===== src/design/rao_pkg.sv =====
package rao_pkg;

  localparam int SIDE      = 3;
  localparam int SITES     = SIDE * SIDE * SIDE;
  localparam int STATE_W   = 2 * SITES;
  localparam int POS_W     = $clog2(STATE_W);
  localparam int SITE_W    = 5;
  localparam int COUNT_W   = 24;
  localparam int POWER_W   = COUNT_W + 1;
  localparam int SUM_W     = COUNT_W + 1;
  localparam int AVG_W     = 16;
  localparam int FRAC_W    = 14;
  localparam int QUO_W     = FRAC_W + 1;
  localparam int DIV_W     = COUNT_W + FRAC_W;
  localparam int DIV_CNT_W = $clog2(DIV_W + 1);

  localparam logic [COUNT_W-1:0] MAX_STEPS_RESET = COUNT_W'(10000000);

  // Commands from the controller to the datapath
  typedef struct packed {
    logic load;
    logic search_step;
    logic walk_init;
    logic walk_step;
    logic div_init;
    logic div_step;
    logic load_out;
  } rao_cmd_t;

  // Status from the datapath to the controller
  typedef struct packed {
    logic search_end;
    logic abandon;
    logic walk_done;
    logic div_done;
  } rao_status_t;

  // Current value of a site; an index past the lattice reads as zero
  function automatic logic now_bit(input logic [STATE_W-1:0] s,
                                   input logic [SITE_W-1:0]  idx);
    logic [POS_W-1:0] pos;
    logic             b;
    pos = POS_W'({idx, 1'b0});
    if (idx < SITE_W'(SITES)) begin
      b = s[pos];
    end else begin
      b = 1'b0;
    end
    return b;
  endfunction

  function automatic int site_index(input int x, input int y, input int z);
    return x + SIDE * y + SIDE * SIDE * z;
  endfunction

  // One step of the lattice: new current = six neighbours ^ previous
  function automatic logic [STATE_W-1:0] lattice_advance(input logic [STATE_W-1:0] s);
    logic [STATE_W-1:0] r;
    int                 x;
    int                 y;
    int                 z;
    int                 i;
    int                 xp;
    int                 xm;
    int                 yp;
    int                 ym;
    int                 zp;
    int                 zm;
    logic               nv;
    r = '0;
    for (z = 0; z < SIDE; z++) begin
      for (y = 0; y < SIDE; y++) begin
        for (x = 0; x < SIDE; x++) begin
          i  = site_index(x, y, z);
          xp = (x == SIDE - 1) ? 0 : x + 1;
          xm = (x == 0) ? SIDE - 1 : x - 1;
          yp = (y == SIDE - 1) ? 0 : y + 1;
          ym = (y == 0) ? SIDE - 1 : y - 1;
          zp = (z == SIDE - 1) ? 0 : z + 1;
          zm = (z == 0) ? SIDE - 1 : z - 1;
          nv = s[2 * site_index(xp, y, z)] ^ s[2 * site_index(xm, y, z)]
             ^ s[2 * site_index(x, yp, z)] ^ s[2 * site_index(x, ym, z)]
             ^ s[2 * site_index(x, y, zp)] ^ s[2 * site_index(x, y, zm)]
             ^ s[2 * i + 1];
          r[2 * i]     = nv;
          r[2 * i + 1] = s[2 * i];
        end
      end
    end
    return r;
  endfunction

endpackage


===== src/design/rao_ctrl.sv =====
module rao_ctrl (
  input  logic                 clk,
  input  logic                 rst,
  input  logic                 in_valid,
  output logic                 in_stall,
  output logic                 out_valid,
  input  logic                 out_stall,
  output rao_pkg::rao_cmd_t    cmd,
  input  rao_pkg::rao_status_t st
);
  import rao_pkg::*;

  typedef enum logic [2:0] {
    IDLE,
    SEARCH,
    WALK,
    DIV,
    FINISH
  } state_t;

  state_t state;
  state_t state_next;

  assign in_stall = (state != IDLE);

  always_comb begin
    cmd        = '0;
    state_next = state;
    unique case (state)
      IDLE: begin
        if (in_valid) begin
          cmd.load   = 1'b1;
          state_next = SEARCH;
        end
      end
      SEARCH: begin
        if (st.search_end) begin
          if (st.abandon) begin
            state_next = FINISH;
          end else begin
            cmd.walk_init = 1'b1;
            state_next    = WALK;
          end
        end else begin
          cmd.search_step = 1'b1;
        end
      end
      WALK: begin
        if (st.walk_done) begin
          cmd.div_init = 1'b1;
          state_next   = DIV;
        end else begin
          cmd.walk_step = 1'b1;
        end
      end
      DIV: begin
        if (st.div_done) begin
          state_next = FINISH;
        end else begin
          cmd.div_step = 1'b1;
        end
      end
      FINISH: begin
        // hold until the output register is free or being drained
        if (!out_valid || !out_stall) begin
          cmd.load_out = 1'b1;
          state_next   = IDLE;
        end
      end
      default: begin
        state_next = IDLE;
      end
    endcase
  end

  always_ff @(posedge clk) begin
    if (rst) begin
      state     <= IDLE;
      out_valid <= 1'b0;
    end else begin
      state     <= state_next;
      out_valid <= (out_valid && out_stall) || cmd.load_out;
    end
  end

  a_cmd_onehot: assert property (@(posedge clk) disable iff (rst) $onehot0(cmd))
    else $error("more than one datapath command at once");

  a_no_overwrite: assert property (@(posedge clk) disable iff (rst)
    cmd.load_out |-> !(out_valid && out_stall))
    else $error("pending result overwritten");

  a_accept_starts: assert property (@(posedge clk) disable iff (rst)
    in_valid && !in_stall |=> state == SEARCH)
    else $error("accepted item did not start the search");

endmodule


===== src/design/rao_datapath.sv =====
module rao_datapath (
  input  logic                              clk,
  input  logic                              rst,
  input  logic                              cfg_write,
  input  logic [rao_pkg::COUNT_W-1:0]       cfg_data,
  input  logic [rao_pkg::STATE_W-1:0]       initial_state,
  input  logic [rao_pkg::SITE_W-1:0]        site_a,
  input  logic [rao_pkg::SITE_W-1:0]        site_b,
  input  rao_pkg::rao_cmd_t                 cmd,
  output rao_pkg::rao_status_t              st,
  output logic [rao_pkg::COUNT_W-1:0]       orbit_length,
  output logic signed [rao_pkg::SUM_W-1:0]  correlation_sum,
  output logic signed [rao_pkg::AVG_W-1:0]  average_q,
  output logic                              too_long
);
  import rao_pkg::*;

  logic [COUNT_W-1:0]       max_steps;
  logic [STATE_W-1:0]       start_state;
  logic [SITE_W-1:0]        sa;
  logic [SITE_W-1:0]        sb;
  logic [STATE_W-1:0]       tortoise;
  logic [STATE_W-1:0]       hare;
  logic [STATE_W-1:0]       walker;
  logic [POWER_W-1:0]       power;
  logic [COUNT_W-1:0]       lambda;
  logic [COUNT_W-1:0]       walk_count;
  logic signed [SUM_W-1:0]  sum;
  logic [DIV_W-1:0]         div_q;
  logic [COUNT_W-1:0]       rem;
  logic [DIV_CNT_W-1:0]     div_count;

  logic [STATE_W-1:0]       hare_adv;
  logic [STATE_W-1:0]       walker_adv;
  logic                     spins_match;
  logic signed [SUM_W-1:0]  neg_sum;
  logic [COUNT_W-1:0]       sum_mag;
  logic [COUNT_W:0]         trial;
  logic [COUNT_W+1:0]       diff;
  logic [AVG_W-1:0]         quo_ext;
  logic [AVG_W-1:0]         avg_val;

  assign hare_adv    = lattice_advance(hare);
  assign walker_adv  = lattice_advance(walker);
  assign spins_match = (now_bit(walker, sa) == now_bit(walker, sb));
  assign neg_sum     = -sum;
  assign sum_mag     = sum[SUM_W-1] ? neg_sum[COUNT_W-1:0] : sum[COUNT_W-1:0];

  // restoring divide, one quotient bit per step
  assign trial   = {rem, div_q[DIV_W-1]};
  assign diff    = {1'b0, trial} - {2'b00, lambda};
  assign quo_ext = AVG_W'(div_q[QUO_W-1:0]);
  assign avg_val = sum[SUM_W-1] ? -quo_ext : quo_ext;

  assign st.abandon    = (lambda >= max_steps);
  assign st.search_end = (tortoise == hare) || st.abandon;
  assign st.walk_done  = (walk_count == lambda);
  assign st.div_done   = (div_count == '0);

  always_ff @(posedge clk) begin
    if (rst) begin
      max_steps <= MAX_STEPS_RESET;
      power     <= POWER_W'(1);
      lambda    <= COUNT_W'(1);
      div_count <= '0;
    end else begin
      if (cfg_write) begin
        max_steps <= cfg_data;
      end
      if (cmd.load) begin
        start_state <= initial_state;
        sa          <= site_a;
        sb          <= site_b;
        tortoise    <= initial_state;
        hare        <= lattice_advance(initial_state);
        power       <= POWER_W'(1);
        lambda      <= COUNT_W'(1);
      end
      if (cmd.search_step) begin
        // a new power of two: move the tortoise up and restart the count
        if ({1'b0, lambda} == power) begin
          tortoise <= hare;
          power    <= {power[POWER_W-2:0], 1'b0};
          lambda   <= COUNT_W'(1);
        end else begin
          lambda <= lambda + COUNT_W'(1);
        end
        hare <= hare_adv;
      end
      if (cmd.walk_init) begin
        walker     <= start_state;
        walk_count <= '0;
        sum        <= '0;
      end
      if (cmd.walk_step) begin
        sum        <= spins_match ? sum + SUM_W'(1) : sum - SUM_W'(1);
        walker     <= walker_adv;
        walk_count <= walk_count + COUNT_W'(1);
      end
      if (cmd.div_init) begin
        div_q     <= {sum_mag, {FRAC_W{1'b0}}};
        rem       <= '0;
        div_count <= DIV_CNT_W'(DIV_W);
      end
      if (cmd.div_step) begin
        if (!diff[COUNT_W+1]) begin
          rem   <= diff[COUNT_W-1:0];
          div_q <= {div_q[DIV_W-2:0], 1'b1};
        end else begin
          rem   <= trial[COUNT_W-1:0];
          div_q <= {div_q[DIV_W-2:0], 1'b0};
        end
        div_count <= div_count - DIV_CNT_W'(1);
      end
      if (cmd.load_out) begin
        if (st.abandon) begin
          orbit_length    <= '0;
          correlation_sum <= '0;
          average_q       <= '0;
          too_long        <= 1'b1;
        end else begin
          orbit_length    <= lambda;
          correlation_sum <= sum;
          average_q       <= avg_val;
          too_long        <= 1'b0;
        end
      end
    end
  end

  a_lambda_le_power: assert property (@(posedge clk) disable iff (rst)
    {1'b0, lambda} <= power)
    else $error("cycle count ran past the power of two");

  a_rem_below_divisor: assert property (@(posedge clk) disable iff (rst)
    div_count != '0 |-> rem < lambda)
    else $error("divider remainder not below the divisor");

endmodule


===== src/design/reversible_automaton_orbit_average.sv =====
// L is the orbit length and S the number of Brent search steps (L - 1 to about 3L),
// one lattice step per cycle; an abandoned item skips the walk and the divide.
// Next item is taken the cycle after the result is loaded, so items never overlap;
// the search and walk use the lattice step logic, the divide a 38-step divider.
// Reset (synchronous): controller idle, no result pending, max_steps = 10000000.
module reversible_automaton_orbit_average (
  input  logic                              clk,
  input  logic                              rst,
  input  logic                              cfg_write,
  input  logic [rao_pkg::COUNT_W-1:0]       cfg_data,
  input  logic                              in_valid,
  output logic                              in_stall,
  input  logic [rao_pkg::STATE_W-1:0]       initial_state,
  input  logic [rao_pkg::SITE_W-1:0]        site_a,
  input  logic [rao_pkg::SITE_W-1:0]        site_b,
  output logic                              out_valid,
  input  logic                              out_stall,
  output logic [rao_pkg::COUNT_W-1:0]       orbit_length,
  output logic signed [rao_pkg::SUM_W-1:0]  correlation_sum,
  output logic signed [rao_pkg::AVG_W-1:0]  average_q,
  output logic                              too_long
);
  import rao_pkg::*;

  rao_cmd_t    cmd;
  rao_status_t st;

  rao_ctrl u_ctrl (
    .clk       (clk),
    .rst       (rst),
    .in_valid  (in_valid),
    .in_stall  (in_stall),
    .out_valid (out_valid),
    .out_stall (out_stall),
    .cmd       (cmd),
    .st        (st)
  );

  rao_datapath u_datapath (
    .clk             (clk),
    .rst             (rst),
    .cfg_write       (cfg_write),
    .cfg_data        (cfg_data),
    .initial_state   (initial_state),
    .site_a          (site_a),
    .site_b          (site_b),
    .cmd             (cmd),
    .st              (st),
    .orbit_length    (orbit_length),
    .correlation_sum (correlation_sum),
    .average_q       (average_q),
    .too_long        (too_long)
  );

endmodule


===== config.mk =====
export PLATFORM = sky130hd
export DESIGN_NAME = reversible_automaton_orbit_average
export DESIGN_NICKNAME = d
export VERILOG_FILES = /design/src/design/rao_pkg.sv /design/src/design/rao_ctrl.sv /design/src/design/rao_datapath.sv /design/src/design/reversible_automaton_orbit_average.sv
export SDC_FILE = /design/constraint.sdc
export NUM_CORES = 1
export LEC_CHECK = 0
export ABC_CLOCK_PERIOD_IN_PS = 12030
export BUFFER_PORTS_ARGS = -buffer_cell sky130_fd_sc_hd__buf_2
export CORE_AREA = 3 3 256 258
export DETAILED_ROUTE_END_ITERATION = 16
export DIE_AREA = 0 0 259 261
export GPL_ROUTABILITY_DRIVEN = 0
export SYNTH_ARGS = -nofsm -noshare
export SYNTH_HDL_FRONTEND = slang
export SYNTH_SLANG_ARGS = --single-unit

===== constraint.sdc =====
create_clock -name clk -period 12.03 [get_ports clk]
set_input_delay 3.609 -clock clk [delete_from_list [all_inputs] [get_ports clk]]
set_output_delay 3.609 -clock clk [all_outputs]
set_load 0.005 [all_outputs]

==> key figures <==
Placement
  – Dpl hpwl: 52,700 µm
  – Port bufs: 160
  – Placed Cells: ~3,500
  – Worst slack after detailed placement: 6.07 ns

Timing
  – Fin. Hold Viols: 0
  – Period Utilization, post-route: roughly 44%
  – Hold slack: around 0.48 ns
  – Transition time at the pin with the least slew margin: 1.14 ns
  – Fmax achieved: roughly 190 MHz
  – Worst clock skew on the final layout: 0.0214 ns
  – Worst slew margin relative to its limit: 23.7%
  – Setup repair after global routing missed its margin: false
  – Final slew viol count: 0
  – Tmin final: 5.33 ns
  – Summed negative setup slack over all endpoints: 0 ns
  – Post-layout worst setup margin: 6.70 ns
  – Final setup violation count: 0

Outcome
  – Outcome: finished clean

Worst setup path
  – Sort of element at the start of the critical path: primary input
  – Flop2flop setup slack: 6.79 ns
  – Worst Setup End Kind: flip-flop
  – Launch instance of the worst register-to-register path: u_datapath.sb[0]$_DFFE_PP_
  – Crit path max fanout: 64
  – Number of cells on the worst reg-to-reg path: 15
  – Critical register-to-register path endpoint: u_datapath.sum[23]$_SDFFCE_PN0P_
  – Arrival time of the worst setup path: between 5 and 6 ns
  – Class of the most critical setup path: primary input to flip-flop
  – Required time worst endpoint: ~12 ns
  – Worst Setup SP: rst

Global routing
  – Number of global-route vias before repair: 19,600
  – Wire length of the first global-routing pass: 115,000 µm
  – Antenna violations before repair: 1
  – Overall Global Routing Usage: a little over a fifth
  – Gr ovfl total: 0
  – Largest net degree at the start of global routing: roughly 110

Yosys
  – Syn nets: 2,843
  – Top FF cell, synth: edfxtp_1
  – Sequential cell area fraction in the yosys report: about half
  – Average footprint of a synthesized cell: 10.7 µm²
  – Post-synthesis instance total: 2,670
  – Post-Syn Area: 28,500 µm²
  – Number of flops mapped to enable cells by yosys: 403
  – Count of different cell masters after synthesis: 67
  – Register bit total from synthesis: 486
  – Synth async-reset ratio: 0%
  – Warnings, synthesis: 0

Min path
  – Hold path depth: 2
  – Class of the tightest hold or removal check: flip-flop to flip-flop
  – End point of the worst hold path: u_datapath.power[15]$_SDFF_PP0_
  – Startpoint of the lowest-slack hold path: u_datapath.power[14]$_SDFF_PP0_

Clock network
  – TritonCTS clock tree: done
  – Clock sink count: 486
  – Max Buffers Root-to-Sink: 3
  – # hold bufs at CTS: 0
  – Clock Latency Late Sink: 0.60 ns
  – CTS buffer count: 54
  – Buffer cell driving the clock tree root: clkbuf_16
  – H-tree depth: 2
  – Resized cells post-CTS: 0
  – Number of setup buffers added after CTS: 0
  – Reg clk slew, reported paths: ~0.060 ns

Final layout
  – Share of post-route cells with drive strength above 1: 13.0%
  – Post-Layout Cell Count: 3,609
  – Layout overhead on the synthesized area: 11.2%
  – Final Net Count: 2,891

Run
  – Max-cap viol count: 0

Floorplan
  – Floorplan die area: 67,600 µm²
  – I/O pin count: 161
  – Die width: 259 µm
  – Starting density of the core: a little under half
  – Vertical die dimension: 261 µm
  – Placeable core area: 63,200 µm²
  – Num rows: 92

Detailed routing
  – Number of vias per cell after detailed routing: about 5.5
  – Number of optimization iterations in the first detailed-route pass: 5
  – Number of nets with antenna violations after routing: 0
  – Total DRC errors in the routed layout: 0
  – Sum of routed wire length over all layers: 75,600 µm
  – Routed length per placed instance: 21.0 µm
  – Total number of vias: 19,900
  – Number of design-rule violations left by the first detailed-router iteration: ~1,600

Power and ir drop
  – Power per Cell Area: 189 nW/µm²
  – VDD IR max: between 0.1 and 0.15 mV
  – Cell leakage power: 11.6 nW
cells in the final DEF (no fill, tap or decap), drive strengths merged, types with 6 or more instances in the layout:
cell	instances
inv	75
mux2	58
nand2	225
or3	15
o21ai	190
bufinv	10
o31ai	11
ha	78
mux4	13
o22ai	8
o21a	12
o211ai	15
nand3	61
and2	39
a211oi	16
mux2i	91
a31oi	6
dfxtp	83
nor2	185
nor4	17
a21oi	78
xor2	167
buf	181
and3	25
nand2b	10
nor3	30
edfxtp	403
clkbuf	62
xnor2	427
nand4	35
a21o	40
nor2b	11
clkinv	25
cell type report:
cell class | instances | area (µm²)
sequential | 486 | 13800
fill | 5680 | 31500
multi-input combinational | 1921 | 13700
inverter | 74 | 278
antenna | 1 | 2.50
tap | 846 | 1060
clock inverter | 38 | 449
timing repair buffer | 181 | 958
clock buffer | 62 | 1450
kinds of logic after synthesis:
logic type | after synthesis | synth area share, %
compound gates | 410 | 8.56
xor+xnor | 595 | 18.3
fa+ha+maj | 80 | 3.57
buf+inv | 263 | 3.76
flops | 486 | 48.3
mux | 162 | 6.52
simple gates | 674 | 10.9
through the flow:
step / utilization [%] / total power, mW / area, µm²
after floorplan: - / 3.80 / 28500
after global placement: 47.1 / 4.19 / 29800
after detailed placement: 47.1 / 4.24 / 29800
after CTS: 50.1 / 6.02 / 31700
after global routing: 50.1 / 6.28 / 31700
final: 50.1 / 5.99 / 31700
how the worst max path moves through the flow:
stage | to | cells past startpoint
floorplan | u_datapath.sum[0]$_SDFFCE_PN0P_ | 3
global placement | u_datapath.walker[5]$_DFFE_PP_ | 5
detailed placement | u_datapath.walker[1]$_DFFE_PP_ | 5
CTS | u_datapath.walker[41]$_DFFE_PP_ | 5
finish | u_datapath.walker[4]$_DFFE_PP_ | 5
global route | u_datapath.sum[21]$_SDFFCE_PN0P_ | 15
Yosys cell counts, types with 47 or more instances:
| master | n | area (µm²) |
|---|---|---|
| a21oi_1 | 78 | 390 |
| buf_2 | 47 | 235 |
| clkbuf_1 | 125 | 469 |
| dfxtp_1 | 83 | 1660 |
| edfxtp_1 | 403 | 12100 |
| ha_1 | 78 | 976 |
| inv_1 | 73 | 274 |
| mux2_2 | 58 | 653 |
| mux2i_1 | 91 | 911 |
| nand2_1 | 225 | 845 |
| nand3_1 | 61 | 305 |
| nor2_1 | 185 | 694 |
| o21ai_0 | 188 | 941 |
| xnor2_1 | 427 | 3740 |
| xor2_1 | 167 | 1460 |
registers in the layout, summed over array words and instances, names as in the netlist:
register and cells:
u_datapath.power 25, u_ctrl.out_valid 1, u_datapath.correlation_sum 25, u_datapath.rem 24
u_datapath.sb 5, u_datapath.average_q 16, u_datapath.lambda 24, u_datapath.tortoise 54
u_datapath.too_long 1, u_datapath.div_q 38, u_datapath.walk_count 24, u_ctrl.state 3
u_datapath.walker 54, u_datapath.max_steps 24, u_datapath.sum 25, u_datapath.start_state 54
u_datapath.hare 54, u_datapath.sa 5, u_datapath.div_count 6, u_datapath.orbit_length 24
routing by layer:
| metal | GRT usage, % | wire length, µm | vias up |
|---|---|---|---|
| met3 | 3.79 | 5400 | 122 |
| met2 | 35.4 | 34900 | 614 |
| met4 | 6.22 | 1950 | 0 |
| li1 | - | - | 9425 |
| met1 | 30.6 | 33400 | 9731 |
| met5 | 0 | 0 | - |
report_power, final:
| group | leakage (nW) | internal, mW | switching, mW | total, mW |
|---|---|---|---|---|
| registers | 4.42 | 2.12 | 0.256 | 2.38 |
| logic | 6.23 | 0.833 | 1.00 | 1.84 |
| clock network | 0.932 | 1.07 | 0.695 | 1.77 |
worst max-delay path: stages:
cell and delay, ns:
buf_2 0.10, buf_4 0.30, a21oi_4 0.19, buf_4 0.48, buf_4 0.75
No activity file was read; power rests on OpenSTA's default activity.
